--- config.mk ---
export PLATFORM = sky130hd
export DESIGN_NAME = multi_button_press_classifier
export DESIGN_NICKNAME = d
export VERILOG_FILES = /design/src/hw/rtl/mbpc_pkg.sv /design/src/hw/rtl/multi_button_press_classifier.sv
export SDC_FILE = /design/constraint.sdc
export NUM_CORES = 1
export LEC_CHECK = 0
export ABC_AREA = 1
export BUFFER_PORTS_ARGS = -buffer_cell sky130_fd_sc_hd__buf_2
export CORE_MARGIN = 5
export CORE_UTILIZATION = 46
export CTS_CLUSTER_DIAMETER = 100
export CTS_CLUSTER_SIZE = 10
export DETAILED_ROUTE_END_ITERATION = 12
export GPL_ROUTABILITY_DRIVEN = 1
export PLACE_DENSITY_LB_ADDON = 0.15
export REMOVE_ABC_BUFFERS = 1
export SYNTH_ARGS = -nofsm -noshare
export SYNTH_HDL_FRONTEND = slang
export SYNTH_SLANG_ARGS = --single-unit
--- constraint.sdc ---
create_clock -name clock -period 10.25 [get_ports clock]
set_clock_uncertainty 0.2 [all_clocks]
set_input_delay 2.05 -clock clock [delete_from_list [all_inputs] [get_ports clock]]
set_output_delay 2.05 -clock clock [all_outputs]
set_load 0.01 [all_outputs]
--- src/hw/rtl/mbpc_pkg.sv ---
// mbpc_pkg: shared widths, reset values and register index codes for the
// multi-button press classifier
// no dependencies
package mbpc_pkg;

   // payload widths
   localparam int TIME_W     = 32;
   localparam int PIN_W      = 4;
   localparam int EVENT_W    = 4;
   localparam int THR_W      = 16;
   localparam int MASK_W     = 4;

   // configuration port widths
   localparam int CSR_IDX_W  = 8;
   localparam int CSR_DATA_W = 16;

   // default button count
   localparam int NUM_BUTTONS_DEF = 4;

   // register reset values
   localparam logic [THR_W-1:0]  LONG_PRESS_RST      = 16'd500;
   localparam logic [THR_W-1:0]  LAST_LONG_PRESS_RST = 16'd800;
   localparam logic [THR_W-1:0]  LOCKOUT_RST         = 16'd20;
   localparam logic [MASK_W-1:0] ACTIVE_HIGH_RST     = 4'd8;

   // register index codes
   localparam logic [CSR_IDX_W-1:0] CSR_LONG_PRESS      = 8'd0;
   localparam logic [CSR_IDX_W-1:0] CSR_LAST_LONG_PRESS = 8'd1;
   localparam logic [CSR_IDX_W-1:0] CSR_LOCKOUT         = 8'd2;
   localparam logic [CSR_IDX_W-1:0] CSR_ACTIVE_HIGH     = 8'd3;

endpackage

--- src/hw/rtl/multi_button_press_classifier.sv ---
// multi_button_press_classifier: polls button levels and reports short and
// long presses with a global lockout after transitions
// depends on mbpc_pkg
//
// Usage
//  req channel: one beat per poll, carrying a millisecond timestamp and the
//  raw levels of the buttons. rsp channel: exactly one beat per poll, the
//  event code (0 none, 2*i+1 short press of button i, 2*i+2 long press).
//  csr channel: register writes by index, always ready; write only while
//  no poll is in flight.
//  Timing: a poll accepted into the input register is classified from it
//  and its event is loaded into the result register, which drives rsp.
//  Throughput: one poll per cycle while rsp is not stalled; the per-button
//  compare and priority scan all sit between the input register and the
//  result register, and the button state (unless locked out) updates in
//  the same cycle as the result register, so the next poll sees it at once.
//  Reset: thresholds return to 500, 800 and 20 ms, only the last button is
//  active-high, no button is held and the last transition time is zero.
//  Stall: while rsp_ready is low the result holds, one more poll may wait
//  in the input register, and req_ready drops after that.
module multi_button_press_classifier #(
   parameter int NUM_BUTTONS = mbpc_pkg::NUM_BUTTONS_DEF
) (
   input  logic                             clock,
   input  logic                             reset,
   // poll channel
   input  logic                             req_valid,
   output logic                             req_ready,
   input  logic [mbpc_pkg::TIME_W-1:0]      req_now_ms,
   input  logic [mbpc_pkg::PIN_W-1:0]       req_pin_levels,
   // result channel
   output logic                             rsp_valid,
   input  logic                             rsp_ready,
   output logic [mbpc_pkg::EVENT_W-1:0]     rsp_event_res,
   // register write channel
   input  logic                             csr_valid,
   output logic                             csr_ready,
   input  logic [mbpc_pkg::CSR_IDX_W-1:0]   csr_index,
   input  logic [mbpc_pkg::CSR_DATA_W-1:0]  csr_data
);

   localparam int TIME_W  = mbpc_pkg::TIME_W;
   localparam int THR_W   = mbpc_pkg::THR_W;
   localparam int EVENT_W = mbpc_pkg::EVENT_W;
   localparam int EXT_W   = (NUM_BUTTONS > mbpc_pkg::PIN_W) ? NUM_BUTTONS
                                                            : mbpc_pkg::PIN_W;

   typedef logic [TIME_W-1:0] time_type;

   // configuration registers
   logic [THR_W-1:0]            long_thr_ff;
   logic [THR_W-1:0]            last_thr_ff;
   logic [THR_W-1:0]            lockout_ff;
   logic [mbpc_pkg::MASK_W-1:0] act_high_ff;

   // input and result stages
   logic                        in_vld_ff;
   time_type                    in_now_ff;
   logic [mbpc_pkg::PIN_W-1:0]  in_pins_ff;
   logic                        out_vld_ff;
   logic [EVENT_W-1:0]          event_ff;
   logic [EVENT_W-1:0]          event_in;

   // button state
   time_type                    last_trans_ff;
   time_type                    last_trans_in;
   logic [NUM_BUTTONS-1:0]      held_ff;
   logic [NUM_BUTTONS-1:0]      held_in;
   logic [NUM_BUTTONS-1:0]      lrep_ff;
   logic [NUM_BUTTONS-1:0]      lrep_in;
   time_type                    start_ff [NUM_BUTTONS];
   time_type                    start_in [NUM_BUTTONS];

   logic                        move;
   logic                        locked;
   logic                        commit;
   logic [EXT_W-1:0]            lvl_ext;
   logic [EXT_W-1:0]            mask_ext;
   logic [NUM_BUTTONS-1:0]      pressed;
   logic [EVENT_W-1:0]          scan_event;
   logic                        scan_trans;

   // handshakes
   assign move      = in_vld_ff && (!out_vld_ff || rsp_ready);
   assign req_ready = !in_vld_ff || move;
   assign rsp_valid = out_vld_ff;
   assign rsp_event_res = event_ff;
   assign csr_ready = 1'b1;

   // register writes, unknown index ignored
   always_ff @(posedge clock) begin
      if (reset) begin
         long_thr_ff <= mbpc_pkg::LONG_PRESS_RST;
         last_thr_ff <= mbpc_pkg::LAST_LONG_PRESS_RST;
         lockout_ff  <= mbpc_pkg::LOCKOUT_RST;
         act_high_ff <= mbpc_pkg::ACTIVE_HIGH_RST;
      end else if (csr_valid) begin
         unique case (csr_index)
            mbpc_pkg::CSR_LONG_PRESS:      long_thr_ff <= csr_data;
            mbpc_pkg::CSR_LAST_LONG_PRESS: last_thr_ff <= csr_data;
            mbpc_pkg::CSR_LOCKOUT:         lockout_ff  <= csr_data;
            mbpc_pkg::CSR_ACTIVE_HIGH:     act_high_ff <= csr_data[mbpc_pkg::MASK_W-1:0];
            default: ;
         endcase
      end
   end

   // input register
   always_ff @(posedge clock) begin
      if (reset) begin
         in_vld_ff <= 1'b0;
      end else if (req_ready) begin
         in_vld_ff <= req_valid;
      end
   end

   always_ff @(posedge clock) begin
      if (req_valid && req_ready) begin
         in_now_ff  <= req_now_ms;
         in_pins_ff <= req_pin_levels;
      end
   end

   // pressed decode; buttons without a pin read low and active-low
   assign lvl_ext  = EXT_W'(in_pins_ff);
   assign mask_ext = EXT_W'(act_high_ff);
   assign pressed  = ~(lvl_ext[NUM_BUTTONS-1:0] ^ mask_ext[NUM_BUTTONS-1:0]);

   // global lockout since the last transition
   assign locked = (in_now_ff - last_trans_ff) < time_type'(lockout_ff);
   assign commit = move && !locked;

   // priority scan, first event ends it
   always_comb begin
      logic              found;
      logic              hit;
      logic [THR_W-1:0]  thr;
      time_type          elapsed;
      found      = 1'b0;
      hit        = 1'b0;
      thr        = long_thr_ff;
      elapsed    = '0;
      scan_event = '0;
      scan_trans = 1'b0;
      held_in    = held_ff;
      lrep_in    = lrep_ff;
      for (int b = 0; b < NUM_BUTTONS; b++) begin
         start_in[b] = start_ff[b];
      end
      for (int b = 0; b < NUM_BUTTONS; b++) begin
         thr     = (b == NUM_BUTTONS - 1) ? last_thr_ff : long_thr_ff;
         elapsed = in_now_ff - start_ff[b];
         hit     = 1'b0;
         if (!found) begin
            if (pressed[b]) begin
               if (!held_ff[b]) begin
                  // new press: elapsed is zero, long only at zero threshold
                  held_in[b]  = 1'b1;
                  start_in[b] = in_now_ff;
                  lrep_in[b]  = 1'b0;
                  scan_trans  = 1'b1;
                  hit         = (thr == '0);
               end else begin
                  hit = !lrep_ff[b] && (elapsed >= time_type'(thr));
               end
               if (hit) begin
                  lrep_in[b] = 1'b1;
                  scan_trans = 1'b1;
                  scan_event = EVENT_W'(2 * b + 2);
                  found      = 1'b1;
               end
            end else if (held_ff[b]) begin
               held_in[b] = 1'b0;
               scan_trans = 1'b1;
               if (!lrep_ff[b] && (elapsed < time_type'(thr))) begin
                  scan_event = EVENT_W'(2 * b + 1);
                  found      = 1'b1;
               end
            end
         end
      end
   end

   assign event_in      = locked ? '0 : scan_event;
   assign last_trans_in = scan_trans ? in_now_ff : last_trans_ff;

   // button state update
   always_ff @(posedge clock) begin
      if (reset) begin
         held_ff       <= '0;
         lrep_ff       <= '0;
         last_trans_ff <= '0;
      end else if (commit) begin
         held_ff       <= held_in;
         lrep_ff       <= lrep_in;
         last_trans_ff <= last_trans_in;
      end
   end

   // press start times, read only while held
   always_ff @(posedge clock) begin
      if (commit) begin
         for (int b = 0; b < NUM_BUTTONS; b++) begin
            start_ff[b] <= start_in[b];
         end
      end
   end

   // result register
   always_ff @(posedge clock) begin
      if (reset) begin
         out_vld_ff <= 1'b0;
      end else if (!out_vld_ff || rsp_ready) begin
         out_vld_ff <= in_vld_ff;
      end
   end

   always_ff @(posedge clock) begin
      if (move) begin
         event_ff <= event_in;
      end
   end

`ifndef SYNTHESIS
   // a locked poll yields no event
   assert property (@(posedge clock) disable iff (reset)
      move && locked |=> event_ff == '0)
      else $error("event reported during lockout");

   // an event moves the last transition time to its poll
   assert property (@(posedge clock) disable iff (reset)
      commit && scan_event != '0 |=> last_trans_ff == $past(in_now_ff))
      else $error("event without transition time update");

   // a new hold of button 0 records the poll time
   assert property (@(posedge clock) disable iff (reset)
      $rose(held_ff[0]) |-> start_ff[0] == $past(in_now_ff))
      else $error("press start time not recorded");

   // an empty result stage never blocks polls
   assert property (@(posedge clock) disable iff (reset)
      !out_vld_ff |-> req_ready)
      else $error("poll blocked with empty result stage");

   // event codes stay within the button count
   assert property (@(posedge clock) disable iff (reset)
      out_vld_ff |-> int'(event_ff) <= 2 * NUM_BUTTONS)
      else $error("event code out of range");
`endif

endmodule

==> impl_metrics.ini <==
[run_status]
status = finished, final reports clean

[die]
die_h_um = 235
std_cell_rows = 82
die_area_mm2 = 0.0552
ioPinCount = 72
initial_core_util_pct = 46.5
coreArea_mm2 = 0.0501
die_w_um = 235

[clock_network]
cts_setup_buffers = 0
clock-sinks = 262
worstSkewPairLatency_ns = 0.60
htree_num_levels = 1
ctsHoldBuffers = 0
cts-resized-gates = 0
cts-root-buf = clkbuf_16
cts-buffers-inserted = 30
cts_tree = built
clock_path_buffers = 3
clkTransAtPathRegs_ns = 0.06

[timing]
slew_headroom_pct = 26.7
fin_crit_ns = 6.02
post-route-period-util_pct = 58.7
worst_pin_slew_ns = 1.10
rsz0062_at_grt = false
setup_violations = 0
hold_viol = 0
slew_viol_final = 0
fmax_mhz = 166
setup-tns-final_ns = 0

[cells_and_area]
area_growth_pct = 8.56
nets = 3905
n_antenna_cell = 0
drive_gt1_share_pct = 4.58

[power_and_ir_drop]
ir_worst_vdd_uv = 138
cellLeakagePower_nw = 13.1
cellPowerDensity_mw_per_mm2 = 128
p_total_mw = 3.22

[worst_setup_path]
worst-endpoint-required_ns = 10.51
path_max_fanout = 64
worstSetupPathType = flip-flop to flip-flop
crit_top_cell = nand2_1
crit_path_max_incr_delay_ns = 0.83
cp.arrival_ns = 6.28
cpMaxStageDelayCell = nand4_4
end_kind = flip-flop
worst_setup_path_start_kind = flip-flop

[synthesis]
synth.area.top_cells = edfxtp_1, nand2_1, ha_1, inv_1, dfxtp_1
synth_ff_type = edfxtp_1
synth.most_common_cell = nand2_1
yosysSeqAreaShare_pct = 29.8
syn_inst = 3518
yosys_warnings = 0
synth_seq_cells = 262
synth-edff-count = 168
synth_common_cells = nand2_1, inv_1, nor2_1, a21oi_1, ha_1
ys_types = 52
synthesis.area_mm2 = 0.0233
synth_top_area_share_pct = 21.7
synth_top_cell_by_area = edfxtp_1
async_reset_ff_share_pct = 0
syn_area_per_cell_um2 = 6.61

[placement]
dp_hpwl_um = 61200
portBuffers = 70
routabilityCongestion = 0.979

[route]
ant_nets = 0
remaining_drc_errors = 0
wirelength_um = 75600
wire_per_inst_um = 17.6
drt_iter0_drc = 1283
firstDrtPassIters = 5
via_count = 22357
avgViaCountPerCell = 5.20

[run]
drv_cap = 0

[global_routing]
grt_antenna_before_repair = 2
grt_pass1_wl_um = 116000
grt_overflow_total = 0
grt_max_degree = 86
grt_pass1_vias = 21672
grt_usage_pct = 26.2

[worst_hold_path]
holdCritPathClass = flip-flop to flip-flop
==> power breakdown <==
part,switching (mW),internal [mW],total (mW)
logic,0.665,0.340,1.01
registers,0.0388,1.17,1.21
clock network,0.456,0.549,1.01
total,1.16,2.06,3.22
==> through the flow <==
step	std cells	utilization, %	instance area, um2	hold WS (ns)	setup slack, ns
floorplan	3484	-	23100	0.238	4.65
global placement	4241	48.7	24400	0.253	4.26
detailed placement	4241	48.7	24400	0.258	4.18
CTS	4297	50.4	25200	0.264	4.14
global route	4297	50.4	25200	0.291	3.62
finish	4297	50.4	25200	0.258	4.23
==> registers in the layout, summed over array words and instances, names as in the netlist <==
name and count:
last_thr_ff 16, held_ff 4, lockout_ff 16, last_trans_ff 32, rsp_event_res 4, act_high_ff 4
in_now_ff 32, start_ff 128, in_pins_ff 4, lrep_ff 4, in_vld_ff 1, long_thr_ff 16
rsp_valid 1
==> worst paths after layout <==
check	slack, ns	end	start	depth (start not counted)
max	4.23	last_trans_ff[29]$_SDFFE_PP0P_	in_now_ff[1]$_DFFE_PP_	29
max reg2reg	4.23	last_trans_ff[29]$_SDFFE_PP0P_	in_now_ff[1]$_DFFE_PP_	29
min reg2reg	0.26	lockout_ff[11]$_SDFFE_PP0P_	lockout_ff[11]$_SDFFE_PP0P_	2
min	0.26	lockout_ff[11]$_SDFFE_PP0P_	lockout_ff[11]$_SDFFE_PP0P_	2
==> final cells by class <==
cell class	instances	area [um2]
Clock inverter	2	25.0
Fill cell	5340	24800
Multi-Input combinational cell	2552	13600
Clock buffer	54	841
Sequential cell	262	6930
Timing Repair Buffer	85	463
Tap cell	672	841
Inverter	670	2520
==> cells in the final DEF (no fill, tap or decap), types with 7 or more instances in the layout <==
cell type and count:
clkbuf_1 24, a21oi_1 248, o21ai_0 109, buf_2 70, o21bai_1 16, o21a_1 9, o211ai_1 15, nor2_1 337
a21o_1 7, nand4_1 53, xor2_1 79, nor3_1 40, dfxtp_1 94, and2_1 10, nand2_2 11, inv_1 661
buf_4 15, nor2_2 9, xnor2_1 10, nor4_1 10, ha_1 234, nand3b_1 20, nand3_1 208, nand3_2 9
clkbuf_16 30, edfxtp_1 168, nand2_1 1072
==> logic make-up (layout without fill, tap and decap cells) <==
| group | count (synthesis) | after routing | share of synthesized area (%) |
|---|---|---|---|
| AO/OA/AOI/OAI | 427 | 427 | 9.97 |
| flip-flops | 262 | 262 | 29.8 |
| adder cells (fa/ha/maj) | 239 | 239 | 13.0 |
| other | 1 | 1 | 0.0161 |
| AND/OR/NAND/NOR | 1796 | 1796 | 32.2 |
| XOR/XNOR | 89 | 89 | 3.35 |
| buffers and inverters | 704 | 811 | 11.6 |
==> critical path, delay by kind of cell, from the launching register on <==
kind                       cells  cell delay, ns
AOI/OAI and AO/OA              3            0.70
xor gates and xnor gates       1            0.19
adders and majority gates      2            0.74
buffers and inverters          2            0.25
DFF                            1            0.82
and+or+nand+nor               21            2.95
==> per-layer routing <==
metal  wire length (um)  track usage, %
met5                  7               0
met4               3890            11.7
met3               3130            2.40
met2              37300            48.1
met1              31300            31.0
No activity file was read; power rests on OpenSTA's default activity.
